[src/rtl/core/cce_wrap.sv]
// two stage index reduction modulo a constant by reciprocal multiply
module cce_wrap #(
    parameter int IN_W  = 10,
    parameter int MOD   = 1024,
    parameter int OUT_W = 10
) (
    input  logic             i_clk,
    input  logic             i_rst_n,
    input  logic             i_val,
    input  logic [IN_W-1:0]  i_value,
    output logic             o_val,
    output logic [OUT_W-1:0] o_rem
);

    localparam int RECIP = (1 << IN_W) / MOD;
    localparam int R_W   = IN_W + 1;
    localparam int M_W   = $clog2(MOD + 1);
    localparam int D_W   = IN_W + 1 + M_W;
    localparam logic [R_W-1:0] RC   = R_W'(RECIP);
    localparam logic [D_W-1:0] MODV = D_W'(MOD);

    logic [IN_W+R_W-1:0] w_prod;
    logic [R_W-1:0]      r_q;
    logic [IN_W-1:0]     r_v;
    logic                r_v1;
    logic [D_W-1:0]      w_qm;
    logic [D_W-1:0]      w_diff;
    logic [D_W-1:0]      w_fix;

    // quotient estimate, low by at most one
    assign w_prod = {{R_W{1'b0}}, i_value} * {{IN_W{1'b0}}, RC};
    assign w_qm   = D_W'(r_q) * MODV;
    assign w_diff = D_W'(r_v) - w_qm;
    assign w_fix  = (w_diff >= MODV) ? (w_diff - MODV) : w_diff;

    always_ff @(posedge i_clk) begin
        if (!i_rst_n) begin
            r_v1  <= 1'b0;
            o_val <= 1'b0;
        end else begin
            r_v1  <= i_val;
            o_val <= r_v1;
        end
        if (i_val) begin
            r_q <= w_prod[IN_W+R_W-1:IN_W];
            r_v <= i_value;
        end
        if (r_v1) begin
            o_rem <= w_fix[OUT_W-1:0];
        end
    end

endmodule

[config.mk]
export PLATFORM = sky130hd
export DESIGN_NAME = cce_wrap
export DESIGN_NICKNAME = d
export VERILOG_FILES = /design/src/rtl/core/cce_wrap.sv
export SDC_FILE = /design/constraint.sdc
export NUM_CORES = 1
export LEC_CHECK = 0
export ABC_AREA = 1
export BUFFER_PORTS_ARGS = -buffer_cell sky130_fd_sc_hd__buf_2
export CORE_MARGIN = 2
export CORE_UTILIZATION = 48
export CTS_CLUSTER_DIAMETER = 60
export DETAILED_ROUTE_END_ITERATION = 8
export GPL_ROUTABILITY_DRIVEN = 0
export GPL_TIMING_DRIVEN = 0
export PLACE_DENSITY_LB_ADDON = 0.1
export SLEW_MARGIN = 20
export SYNTH_ARGS = -nofsm -noshare
export SYNTH_HDL_FRONTEND = slang
export SYNTH_SLANG_ARGS = --single-unit
export TNS_END_PERCENT = 10
[constraint.sdc]
create_clock -name i_clk -period 1.3 [get_ports i_clk]
set_input_delay 0.065 -clock i_clk [delete_from_list [all_inputs] [get_ports i_clk]]
set_output_delay 0.065 -clock i_clk [all_outputs]
set_load 0.1 [all_outputs]
==> impl_metrics.json <==
{
  "crit_arrival_ns": 1.08,
  "hold_path_class": "in2reg",
  "cp_cell_sequence": "buf_2",
  "cellPowerDensity_nw_per_um2": 1560,
  "yosysMostFrequentCell": "edfxtp_1",
  "async_reset_ff_share_pct": 0,
  "fin_crit_sh_pct": 88.2,
  "synth_top_area_share_pct": 91.6,
  "reg2regPathDepth": 0,
  "cts_made_buffers": 3,
  "required_ns": 1.24,
  "route.detailed.drc": 0,
  "grt_max_degree": 13,
  "multiInputGateArea_sq_um": 7.51,
  "fin_area_sq_um": 936,
  "rows": 13,
  "critPathMaxStageDelay_ns": 0.42,
  "syn_area_sq_um": 656,
  "die_height_um": 41.0,
  "n_fill_cell": 77,
  "grt_first_pass_wirelength_um": 1780,
  "synth_ff_type": "edfxtp_1",
  "startpoint": "o_rem[1]",
  "syn_avg_cell_area_sq_um": 25.2,
  "clock_sinks": 22,
  "ys_seq_elements": 22,
  "endpoint_kind": "primary output",
  "synth_edf_count": 20,
  "drive_gt1_share_pct": 42.2,
  "status": "finished clean",
  "fmax_mhz": 873,
  "regToRegEndpoint": "o_rem[8]",
  "drt-wirelength-per-cell_um": 15.3,
  "critPathMaxFanout": 1,
  "path_class": "reg2out",
  "dr.pass1.iters": 4,
  "finalCriticalPeriod_ns": 1.15,
  "synth_largest_area_cell": "edfxtp_1",
  "crit_family": "buffers and inverters",
  "tightest_slew_ns": 0.491,
  "ff_latch_area_sq_um": 641,
  "clk_pin_slew_ns": 0.12,
  "synthDistinctLibCells": 4,
  "die_w_um": 41.0,
  "crit_buf_inv": 1,
  "synthesis.nets": 39,
  "setup_violations": 0,
  "drv_slew": 0,
  "synthCells": 26,
  "vias": 366,
  "viasPerCell": 4.63,
  "hold_path_depth": 3,
  "port_buffers": 23,
  "synth_common_cells": "20 x edfxtp_1, 2 x dfxtp_1, 2 x inv_1, 2 x nand2_1",
  "ir_worst_vdd_uv": 922,
  "ant_nets": 0,
  "hpwl_um": 817,
  "rrSetupSlack_ns": 0.32,
  "post_cts_buffers": 0,
  "finalHoldViolations": 0,
  "gr-total-overflow": 0,
  "start_util_pct": 51.0,
  "grt_pass1_vias": 385,
  "tns_ns": 0,
  "setup_ws_ns": 0.154,
  "synth-seq-area-share_pct": 97.7,
  "core_sq_um": 1280,
  "skew_ns": 0.00714,
  "synthTopCellsByArea": "edfxtp_1 92%, dfxtp_1 6.1%, inv_1 1.1%",
  "clk_latency_ns": 0.30,
  "area_delta_synth_final_pct": 42.7,
  "n_antenna_cell": 0,
  "rsz0062_at_grt": "false",
  "placed_area_sq_um": 790,
  "whs_ns": 0.0971,
  "final_nets": 78,
  "hold_path_end": "r_v1",
  "cts_tree": "built",
  "yosysWarnings": 0,
  "r2r_start": "r_v1",
  "dp_slack_ns": 0.345,
  "root_buffer": "clkbuf_4",
  "htree_levels": 1,
  "clk_path_buf_depth": 2,
  "routed_wl_um": 1210,
  "hold_start": "i_val",
  "initialDrtViolationCount": 9,
  "relSlewSlack_pct": 67.5,
  "io_pins": 24,
  "slowest_stage": "buf_2",
  "grt_usage_pct": 18.6,
  "die-area_sq_um": 1680,
  "maxCapViolCount": 0,
  "start_kind": "flip-flop",
  "p_leak_nw": 0.387,
  "grt_antenna_before_repair": 0
}
-- cell type report --
cell class | count | area share (%)
multi-input cells | 2 | 0.802
repair buffers | 34 | 24.1
well taps | 15 | 2.01
inverters | 2 | 0.802
flip-flops and latches | 22 | 68.4
clock buffers | 4 | 3.88
-- logic make-up (layout without fill, tap and decap cells) --
logic type | after synthesis | after routing | synth area share [%]
flops | 22 | 22 | 97.7
buf+inv | 2 | 40 | 1.15
simple gates | 2 | 2 | 1.15
-- layer usage --
metal	routed length (um)	track usage, %	vias up
met5	0	0	-
met2	697	33.2	18
li1	-	-	172
met1	434	20.8	174
met4	6	10.0	0
met3	74	3.26	2
-- worst max-delay path by stage --
| stage | to | slack [ns] | cells after the start |
|---|---|---|---|
| floorplan | o_val | 0.33 | 0 |
| global placement | o_rem[0] | 0.38 | 0 |
| detailed placement | o_rem[4] | 0.34 | 0 |
| CTS | o_rem[1] | 0.14 | 1 |
| global route | o_rem[9] | 0.11 | 1 |
| finish | o_rem[1] | 0.15 | 1 |
-- what timing repair did --
action / in CTS / in global routing
hold buffers: 11 / 0
endpoints found under the hold margin: 12 / 0
gates resized for setup: 0 / 0
-- metrics by stage --
stage | instances | utilization (%) | total power, W
6_report | 79 | 72.8 | 0.00146
5_1_grt | 79 | 72.8 | 0.00151
4_1_cts | 79 | 72.8 | 0.00147
3_5_place_dp | 64 | 61.4 | 0.00110
3_3_place_gp | 64 | 61.4 | 0.00108
2_1_floorplan | 26 | - | 0.00104
-- sequential cells by signal (all words and copies together) (netlist names) --
register,flops
r_v1,1
o_rem,10
r_v,10
o_val,1
-- cells in the final DEF (no fill, tap or decap) --
master / count
buf_2: 23
clkbuf_4: 3
clkbuf_8: 1
dfxtp_1: 2
dlygate4sd3_1: 11
edfxtp_1: 20
inv_1: 2
nand2_1: 2
-- where the power goes --
group	internal, W	switching, W	total, W
clock	0.000171	0.000188	0.000359
combinational	0.0000502	0.000201	0.000251
sequential	0.000830	0.0000225	0.000853
total	0.00105	0.000411	0.00146
(Power assumes the default switching activity.)
