--- config.mk ---
export PLATFORM = sky130hd
export DESIGN_NAME = cce_div
export DESIGN_NICKNAME = d
export VERILOG_FILES = /design/src/rtl/core/cce_pkg.sv /design/src/rtl/core/cce_div.sv
export SDC_FILE = /design/constraint.sdc
export NUM_CORES = 1
export LEC_CHECK = 0
export BUFFER_PORTS_ARGS = -buffer_cell sky130_fd_sc_hd__buf_2
export CAP_MARGIN = 20
export CORE_MARGIN = 2
export CORE_UTILIZATION = 30
export CTS_CLUSTER_SIZE = 40
export DETAILED_ROUTE_END_ITERATION = 8
export PLACE_DENSITY = 0.47
export SLEW_MARGIN = 20
export SYNTH_ARGS = -nofsm -noshare
export SYNTH_HDL_FRONTEND = slang
export SYNTH_SLANG_ARGS = --single-unit
--- constraint.sdc ---
create_clock -name i_clk -period 3 [get_ports i_clk]
set_clock_uncertainty 0.2 [all_clocks]
set_input_delay 0.6 -clock i_clk [delete_from_list [all_inputs] [get_ports i_clk]]
set_output_delay 0.6 -clock i_clk [all_outputs]
set_load 0.1 [all_outputs]
--- src/rtl/core/cce_pkg.sv ---
// shared types and constants of the consensus clustering entry
package cce_pkg;

    // input item
    typedef struct packed {
        logic       op;
        logic [9:0] cell_a;
        logic [9:0] cell_b;
        logic [5:0] solution;
        logic [7:0] label;
    } t_in_item;

    // result item
    typedef struct packed {
        logic [21:0] consensus;
        logic [6:0]  shared_count;
        logic        bad_label;
        logic        was_query;
    } t_out_item;

    // operation codes
    localparam logic OP_LOAD  = 1'b0;
    localparam logic OP_QUERY = 1'b1;

    // register indexes, decoded from paddr[2]
    localparam logic REG_SOL_COUNT = 1'b0;
    localparam logic REG_CLU_COUNT = 1'b1;

    // field widths
    localparam int CELL_IN_W  = 10;
    localparam int SOL_IN_W   = 6;
    localparam int LABEL_IN_W = 8;

    // count, pair count and quotient widths
    localparam int N_W    = 7;
    localparam int P_W    = 13;
    localparam int FRAC_W = 16;
    localparam int Q_W    = P_W - N_W + FRAC_W;

endpackage

--- src/rtl/core/cce_div.sv ---
// restoring divider, one quotient bit per cycle, pair count in q16 over n
module cce_div (
    input  logic                     i_clk,
    input  logic                     i_rst_n,
    input  logic                     i_start,
    input  logic [cce_pkg::P_W-1:0]  i_dividend,
    input  logic [cce_pkg::N_W-1:0]  i_divisor,
    output logic                     o_done,
    output logic [cce_pkg::Q_W-1:0]  o_quot
);

    import cce_pkg::*;

    localparam int CNT_W = $clog2(Q_W);
    localparam logic [CNT_W-1:0] LAST = CNT_W'(Q_W - 1);

    logic             r_busy;
    logic [CNT_W-1:0] r_cnt;
    logic [N_W-1:0]   r_rem;
    logic [N_W-1:0]   r_div;
    logic [Q_W-1:0]   r_sh;
    logic [N_W:0]     w_trial;
    logic             w_ge;
    logic [N_W:0]     w_sub;

    assign w_trial = {r_rem, r_sh[Q_W-1]};
    assign w_ge    = (w_trial >= {1'b0, r_div});
    assign w_sub   = w_trial - {1'b0, r_div};
    assign o_quot  = r_sh;

    always_ff @(posedge i_clk) begin
        if (!i_rst_n) begin
            r_busy <= 1'b0;
            r_cnt  <= '0;
            o_done <= 1'b0;
        end else begin
            o_done <= r_busy && (r_cnt == LAST);
            if (i_start) begin
                r_busy <= 1'b1;
                r_cnt  <= '0;
            end else if (r_busy) begin
                r_cnt <= r_cnt + 1'b1;
                if (r_cnt == LAST) begin
                    r_busy <= 1'b0;
                end
            end
        end
        if (i_start) begin
            // top bits of the dividend are already below the divisor
            r_rem <= i_dividend[P_W-1:P_W-N_W];
            r_sh  <= {i_dividend[P_W-N_W-1:0], {FRAC_W{1'b0}}};
            r_div <= i_divisor;
        end else if (r_busy) begin
            r_rem <= w_ge ? w_sub[N_W-1:0] : w_trial[N_W-1:0];
            r_sh  <= {r_sh[Q_W-2:0], w_ge};
        end
    end

    a_start_idle: assert property (@(posedge i_clk) disable iff (!i_rst_n)
        i_start |-> !r_busy)
        else $error("divider started while busy");

    a_rem_bound: assert property (@(posedge i_clk) disable iff (!i_rst_n)
        r_busy |-> (r_rem < r_div))
        else $error("divider remainder not below divisor");

    a_done_follows: assert property (@(posedge i_clk) disable iff (!i_rst_n)
        o_done |-> $past(r_busy))
        else $error("divider done without work");

endmodule

==> results of run 1 <==
==> per-layer routing <==
layer | vias up | part of all wire (%) | track usage (%)
met5 | - | 0 | 0
met4 | 0 | 1.1 | 3.664
met3 | 7 | 5.0 | 3.416
met2 | 32 | 45 | 20.88
met1 | 745 | 48 | 16.93
li1 | 810 | - | -
==> per-stage QoR <==
step                setup slack, ns  power (mW)  cells  setup TNS, ns
global placement             0.4605       1.233    339              0
finish                       0.4177       1.617    347              0
CTS                          0.4065       1.635    347              0
global route                 0.2559       1.715    347              0
detailed placement           0.4408       1.228    339              0
floorplan                  -0.06411       1.116    201        -0.1719
==> worst register-to-register path, cell delays in order (launching register included) <==
cell and delay [ns]:
edfxtp_1 0.37, inv_1 0.06, ha_2 0.17, fa_2 0.35, nand2b_4 0.16, a211o_1 0.39
and3_1 0.37, o311ai_4 0.33
==> area by class of cell <==
cell class | instances | area [sq um]
Sequential cell | 43 | 1061
Clock buffer | 6 | 82.58
Clock inverter | 2 | 15.01
Tap cell | 99 | 123.9
Multi-Input combinational cell | 133 | 1026
Inverter | 15 | 56.30
Fill cell | 754 | 4517
Timing Repair Buffer | 49 | 255.2
==> synthesized netlist by cell type (all sizes together), types with 3 or more instances <==
| library cell | instances |
|---|---|
| a211oi | 5 |
| a21o | 3 |
| a22o | 5 |
| buf | 4 |
| clkbuf | 6 |
| dfxtp | 23 |
| edfxtp | 20 |
| ha | 9 |
| inv | 15 |
| mux2i | 15 |
| nand2 | 6 |
| nand2b | 6 |
| nand4 | 6 |
| nor2 | 29 |
| nor2b | 8 |
| o21ai | 3 |
| o311ai | 3 |
| xor2 | 4 |
==> worst max-delay path by stage <==
stage	startpoint	end	slack [ns]	depth (start not counted)
2_1_floorplan	o_quot[21]	r_rem[4]	-0.06	8
3_3_place_gp	o_quot[21]	r_rem[4]	0.46	7
3_5_place_dp	o_quot[21]	r_rem[4]	0.44	7
4_1_cts	o_quot[21]	r_rem[4]	0.41	7
5_1_grt	o_quot[21]	r_rem[2]	0.26	7
6_report	o_quot[21]	r_rem[4]	0.42	7
==> report_power, final <==
part | leakage, nW | switching (mW) | internal [mW] | total [mW]
Combinational | 0.685 | 0.326 | 0.194 | 0.519
Clock | 0.0517 | 0.213 | 0.189 | 0.402
Sequential | 0.389 | 0.0249 | 0.671 | 0.696
Total | 1.13 | 0.564 | 1.05 | 1.62
==> logic make-up (layout without fill, tap and decap cells) <==
kind of cell               count (synthesis)  in the layout  synth area share [%]
AOI/OAI and AO/OA                         34             34                 15.45
xor gates and xnor gates                   5              5                 2.010
adders and majority gates                 10             10                 6.089
buffers and inverters                     25             72                 4.767
DFF                                       43             43                 48.71
muxes                                     15             15                 6.892
and+or+nand+nor                           69             69                 16.08
==> flip-flops by register name, summed over array words and instances, names as in the netlist <==
name / count
o_quot: 22
o_done: 1
r_rem: 7
r_cnt: 5
r_busy: 1
r_div: 7
==> results.py, run 1 <==
metrics = {
    "setup_path": {
        "critPathCaptureType": "flop",
        "critPathLaunchType": "flop",
        "path_max_fanout": 8,
        "cpPeakStageDelay_ns": 0.39,
        "r2r-end": "r_rem[4]",
        "crit_arrival_ns": 2.50,
        "cp.required_ns": 2.92,
        "crit_type": "reg -> reg",
        "reg2reg_slack_ns": 0.42,
        "rr_worst_depth": 7,
        "slowest_stage": "a211o_1",
        "crit_chain": "inv_1, ha_2, fa_2, nand2b_4, a211o_1, and3_1, o311ai_4",
        "reg2reg_from": "o_quot[21]",
        "crit_buf_inv": 1,
        "cp_top_family": "compound AO/OA/AOI/OAI gates",
    },
    "clock_network": {
        "clk_latency_ns": 0.29,
        "cts_root_buf": "clkbuf_8",
        "post_cts.repair.setup_buffers": 0,
        "ctsResizeCount": 0,
        "cts_made_buffers": 5,
        "tritoncts": "yes",
        "clockBufferDepth": 2,
        "cts.sinks": 43,
        "htreeDepth": 2,
        "clk_pin_slew_ns": 0.09,
        "postCtsHoldBufs": 0,
    },
    "timing": {
        "max-slew-margin-rel_pct": 54.62,
        "whs_ns": 0.2786,
        "rsz0062_at_grt": "no",
        "worstMarginPinSlew_ns": 0.6807,
        "fin_crit_sh_pct": 86.08,
        "setup_viol": 0,
        "period_minus_slack_ns": 2.582,
        "hold_viol": 0,
        "slew_viol_final": 0,
        "clock.fmax_mhz": 387.3,
    },
    "cells_and_area": {
        "n_antenna_cell": 0,
        "fin_area_sq_mm": 0.002620,
        "areaGrowthSynthToFinish_pct": 20.28,
        "layout-drive-gt1-share_pct": 28.23,
        "fin_nets": 280,
        "utilization_pct": 36.71,
        "mostFrequentLayoutCell": "buf_2",
        "final_cell_mix": "buf_2 (45), nor2_1 (29), dfxtp_1 (23), edfxtp_1 (20)",
    },
    "placement": {
        "placedInstanceArea_sq_mm": 0.002522,
        "port_buffers": 45,
        "finalWeightedCongestion": 0.7517,
        "detailed_place_hpwl_microns": 3401,
    },
    "yosys": {
        "synth_area_leaders": "edfxtp_1 (28%), dfxtp_1 (21%), mux2i_1 (6.9%)",
        "synth_cell_types": 44,
        "ys_ff_latch": 43,
        "avgSynthCellArea_sq_um": 10.84,
        "synth_warnings": 0,
        "synth_top_area_share_pct": 27.57,
        "synthesis.nets": 234,
        "synth-async-reset-ratio_pct": 0,
        "synth-edff-count": 20,
        "netlist_area_sq_mm": 0.002178,
        "synth_top_cell_by_area": "edfxtp_1",
        "ys_seq_area_share_pct": 48.71,
        "ys.flop_type": "dfxtp_1",
        "syn_inst": 201,
    },
    "global_route": {
        "grt_max_degree": 37,
        "grt_usage_pct": 12.86,
        "grt_pass1_wl_microns": 7762,
        "grt_pass1_vias": 1545,
        "antenna_found_initial": 0,
        "grt_remaining_overflow": 0,
    },
    "drt": {
        "vias": 1594,
        "routed_wl_microns": 4782,
        "viasPerCell": 4.594,
        "drt-pass1-iter-count": 4,
        "wl_per_cell_microns": 13.78,
        "postRouteAntennaNets": 0,
        "drc": 0,
        "first_iter_violations": 80,
    },
    "power": {
        "ir_worst_vdd_mv": 0.2463,
        "power_density_mw_per_mm2": 617.2,
        "p_leak_nw": 1.125,
    },
    "hold_path": {
        "holdPathStages": 1,
        "hold_path_class": "in -> reg",
        "min_to": "r_div[4]",
        "hold_start": "i_divisor[4]",
    },
    "floorplanning": {
        "die_y_microns": 89.21,
        "die_width_microns": 89.21,
        "core_sq_mm": 0.007137,
        "die_area_sq_mm": 0.007958,
        "start_util_pct": 30.52,
        "pin_count": 46,
        "rows": 31,
    },
    "status": {
        "status": "finished, final reports clean",
    },
    "run": {
        "drv_cap": 0,
    },
}
No activity file was read; power rests on OpenSTA's default activity.
==> inputs of run 2 (changes only) <==
--- a/config.mk
+++ b/config.mk
@@ -5,8 +5,10 @@
 export SDC_FILE = /design/constraint.sdc
 export NUM_CORES = 1
 export LEC_CHECK = 0
+export ABC_AREA = 1
 export BUFFER_PORTS_ARGS = -buffer_cell sky130_fd_sc_hd__buf_2
 export CAP_MARGIN = 20
+export CORE_ASPECT_RATIO = 0.6
 export CORE_MARGIN = 2
 export CORE_UTILIZATION = 30
 export CTS_CLUSTER_SIZE = 40
==> run 2 against run 1 <==
  * Critical path type unchanged
  * Core utilization grew 1.4 points
  * Highest routed layer unchanged
  * Synthesized cell count grew 22%
  * Global-route usage is 0.58 points higher
  * Critical path depth grew 4
  * Sequential power shrank 2%
  * Critical endpoint is now r_rem[5]
  * Routed wire length decreased by 0.90%
  * Largest power group unchanged
  * Synthesized area shrank 3.8%
  * First-iteration DRC count is 3.8% lower
==> results.py, run 2 <==
metrics = {
    "clock_network": {
        "tritoncts": "yes",
        "clk_pin_slew_ns": 0.06,
        "cts_root_buf": "clkbuf_16",
        "clockBufferDepth": 2,
        "postCtsHoldBufs": 0,
        "post_cts.repair.setup_buffers": 0,
        "htreeDepth": 2,
        "clk_latency_ns": 0.28,
        "cts.sinks": 43,
        "ctsResizeCount": 0,
        "cts_made_buffers": 5,
    },
    "timing": {
        "setup_viol": 0,
        "worstMarginPinSlew_ns": 0.5199,
        "whs_ns": 0.2780,
        "rsz0062_at_grt": "no",
        "fin_crit_sh_pct": 74.07,
        "setup_tns_ns": 0,
        "slew_viol_final": 0,
        "period_minus_slack_ns": 2.222,
        "hold_viol": 0,
        "clock.fmax_mhz": 450.0,
        "max-slew-margin-rel_pct": 65.30,
    },
    "cells_and_area": {
        "final_cell_mix": "nand2_1 (64), inv_1 (45), buf_2 (45), nand3_1 (24), dfxtp_1 (23)",
        "areaGrowthSynthToFinish_pct": 21.79,
        "n_antenna_cell": 0,
        "layout-drive-gt1-share_pct": 20.68,
        "largest_reg_flops": 22,
        "mostFrequentLayoutCell": "nand2_1",
        "fill_cells": 717,
        "fin_nets": 327,
    },
    "yosys": {
        "synth_area_leaders": "edfxtp_1 (29%), dfxtp_1 (22%), nand2_1 (11%)",
        "yosysMostFrequentCell": "nand2_1",
        "synth_cell_types": 27,
        "synth_top_area_share_pct": 28.66,
        "synth_top_cell_by_area": "edfxtp_1",
        "ys.flop_type": "dfxtp_1",
        "ys_seq_area_share_pct": 50.63,
        "synth_warnings": 0,
        "ys_ff_latch": 43,
        "synth-edff-count": 20,
        "netlist_area_sq_mm": 0.002096,
        "synthesis.nets": 278,
        "synth-async-reset-ratio_pct": 0,
        "synth_commonest_cells": "nand2_1 (64), inv_1 (45), nand3_1 (24), dfxtp_1 (23), edfxtp_1 (20)",
        "syn_inst": 245,
        "avgSynthCellArea_sq_um": 8.554,
    },
    "drt": {
        "vias": 1700,
        "drc": 0,
        "routed_wl_microns": 4739,
        "postRouteAntennaNets": 0,
        "viasPerCell": 4.450,
        "drt-pass1-iter-count": 4,
        "first_iter_violations": 77,
        "wl_per_cell_microns": 12.41,
    },
    "global_route": {
        "grt_usage_pct": 13.45,
        "grt_remaining_overflow": 0,
        "grt_pass1_wl_microns": 7983,
        "grt_max_degree": 17,
        "antenna_found_initial": 0,
        "grt_pass1_vias": 1584,
    },
    "placement": {
        "finalWeightedCongestion": 0.8435,
        "port_buffers": 45,
        "detailed_place_hpwl_microns": 3513,
    },
    "floorplanning": {
        "start_util_pct": 31.26,
        "die_width_microns": 111.9,
        "die_y_microns": 68.74,
        "pin_count": 46,
        "rows": 23,
        "die_area_sq_mm": 0.007692,
        "core_sq_mm": 0.006705,
    },
    "power": {
        "p_leak_nw": 1.210,
        "ir_worst_vdd_mv": 0.2538,
        "power_density_mw_per_mm2": 642.7,
    },
    "setup_path": {
        "crit_arrival_ns": 2.06,
        "cp.required_ns": 2.84,
        "crit_type": "reg -> reg",
        "path_max_fanout": 8,
        "critPathLaunchType": "flop",
        "critPathCaptureType": "flop",
    },
    "run": {
        "drv_cap": 0,
    },
    "hold_path": {
        "hold_path_class": "reg -> reg",
    },
    "status": {
        "status": "finished, final reports clean",
    },
}
==> run 2: area by class of cell <==
class / instances / area, sq um / share of cell area (%)
clock inverter: 2 / 11.26 / 0.4412
inverter: 45 / 168.9 / 6.618
sequential: 43 / 1061 / 41.57
tap: 87 / 108.9 / 4.265
timing repair buffer: 49 / 255.2 / 10.00
clock buffer: 6 / 128.9 / 5.049
multi-input combinational: 150 / 818.3 / 32.06
==> run 2: final timing paths <==
kind,from,endpoint,slack (ns),depth (start not counted)
hold reg to reg,o_quot[0],o_quot[0],0.28,2
hold / removal,o_quot[0],o_quot[0],0.28,2
setup reg to reg,o_quot[21],r_rem[5],0.78,11
setup / recovery,o_quot[21],r_rem[5],0.78,11
==> run 2: worst max-delay path, stage by stage, from the launching register on <==
cell and delay (ns):
edfxtp_1 0.34, inv_1 0.06, ha_1 0.23, fa_1 0.41
inv_1 0.11, nand2_1 0.06, nand2_1 0.08, nand3_1 0.12
nand3_4 0.13, nand3_1 0.09, nand3_1 0.10, nand2_1 0.06
==> run 2: stage by stage <==
step | setup slack (ns) | util [%] | power, mW | cell area [sq um] | instances
after floorplan | 0.2669 | - | 1.032 | 2096 | 245
after global placement | 0.7140 | 35.98 | 1.130 | 2412 | 374
after detailed placement | 0.6361 | 35.98 | 1.129 | 2412 | 374
after CTS | 0.7588 | 38.07 | 1.663 | 2552 | 382
after global routing | 0.5273 | 38.07 | 1.754 | 2552 | 382
final | 0.7779 | 38.07 | 1.640 | 2552 | 382
==> run 2: cell families (layout without fill, tap and decap cells) <==
| logic type | count (synthesis) | in the layout | share of synthesized area (%) |
|---|---|---|---|
| AOI/OAI and AO/OA | 25 | 25 | 7.403 |
| xor gates and xnor gates | 2 | 2 | 0.8360 |
| adders and majority gates | 10 | 10 | 6.328 |
| buffers and inverters | 52 | 102 | 10.33 |
| DFF | 43 | 43 | 50.63 |
| and+or+nand+nor | 113 | 113 | 24.48 |
==> run 2: metal layers <==
metal	GRT usage (%)	vias up	share of wire, %
met5	0	-	0
met4	2.778	0	0.40
met3	4.196	2	4.8
met2	18.48	30	38
met1	20.38	768	57
li1	-	900	-
==> run 2: power by group <==
| part | total, mW | switching [mW] | internal [mW] |
|---|---|---|---|
| registers | 0.685 | 0.0210 | 0.664 |
| clock network | 0.524 | 0.217 | 0.308 |
| logic | 0.431 | 0.292 | 0.139 |
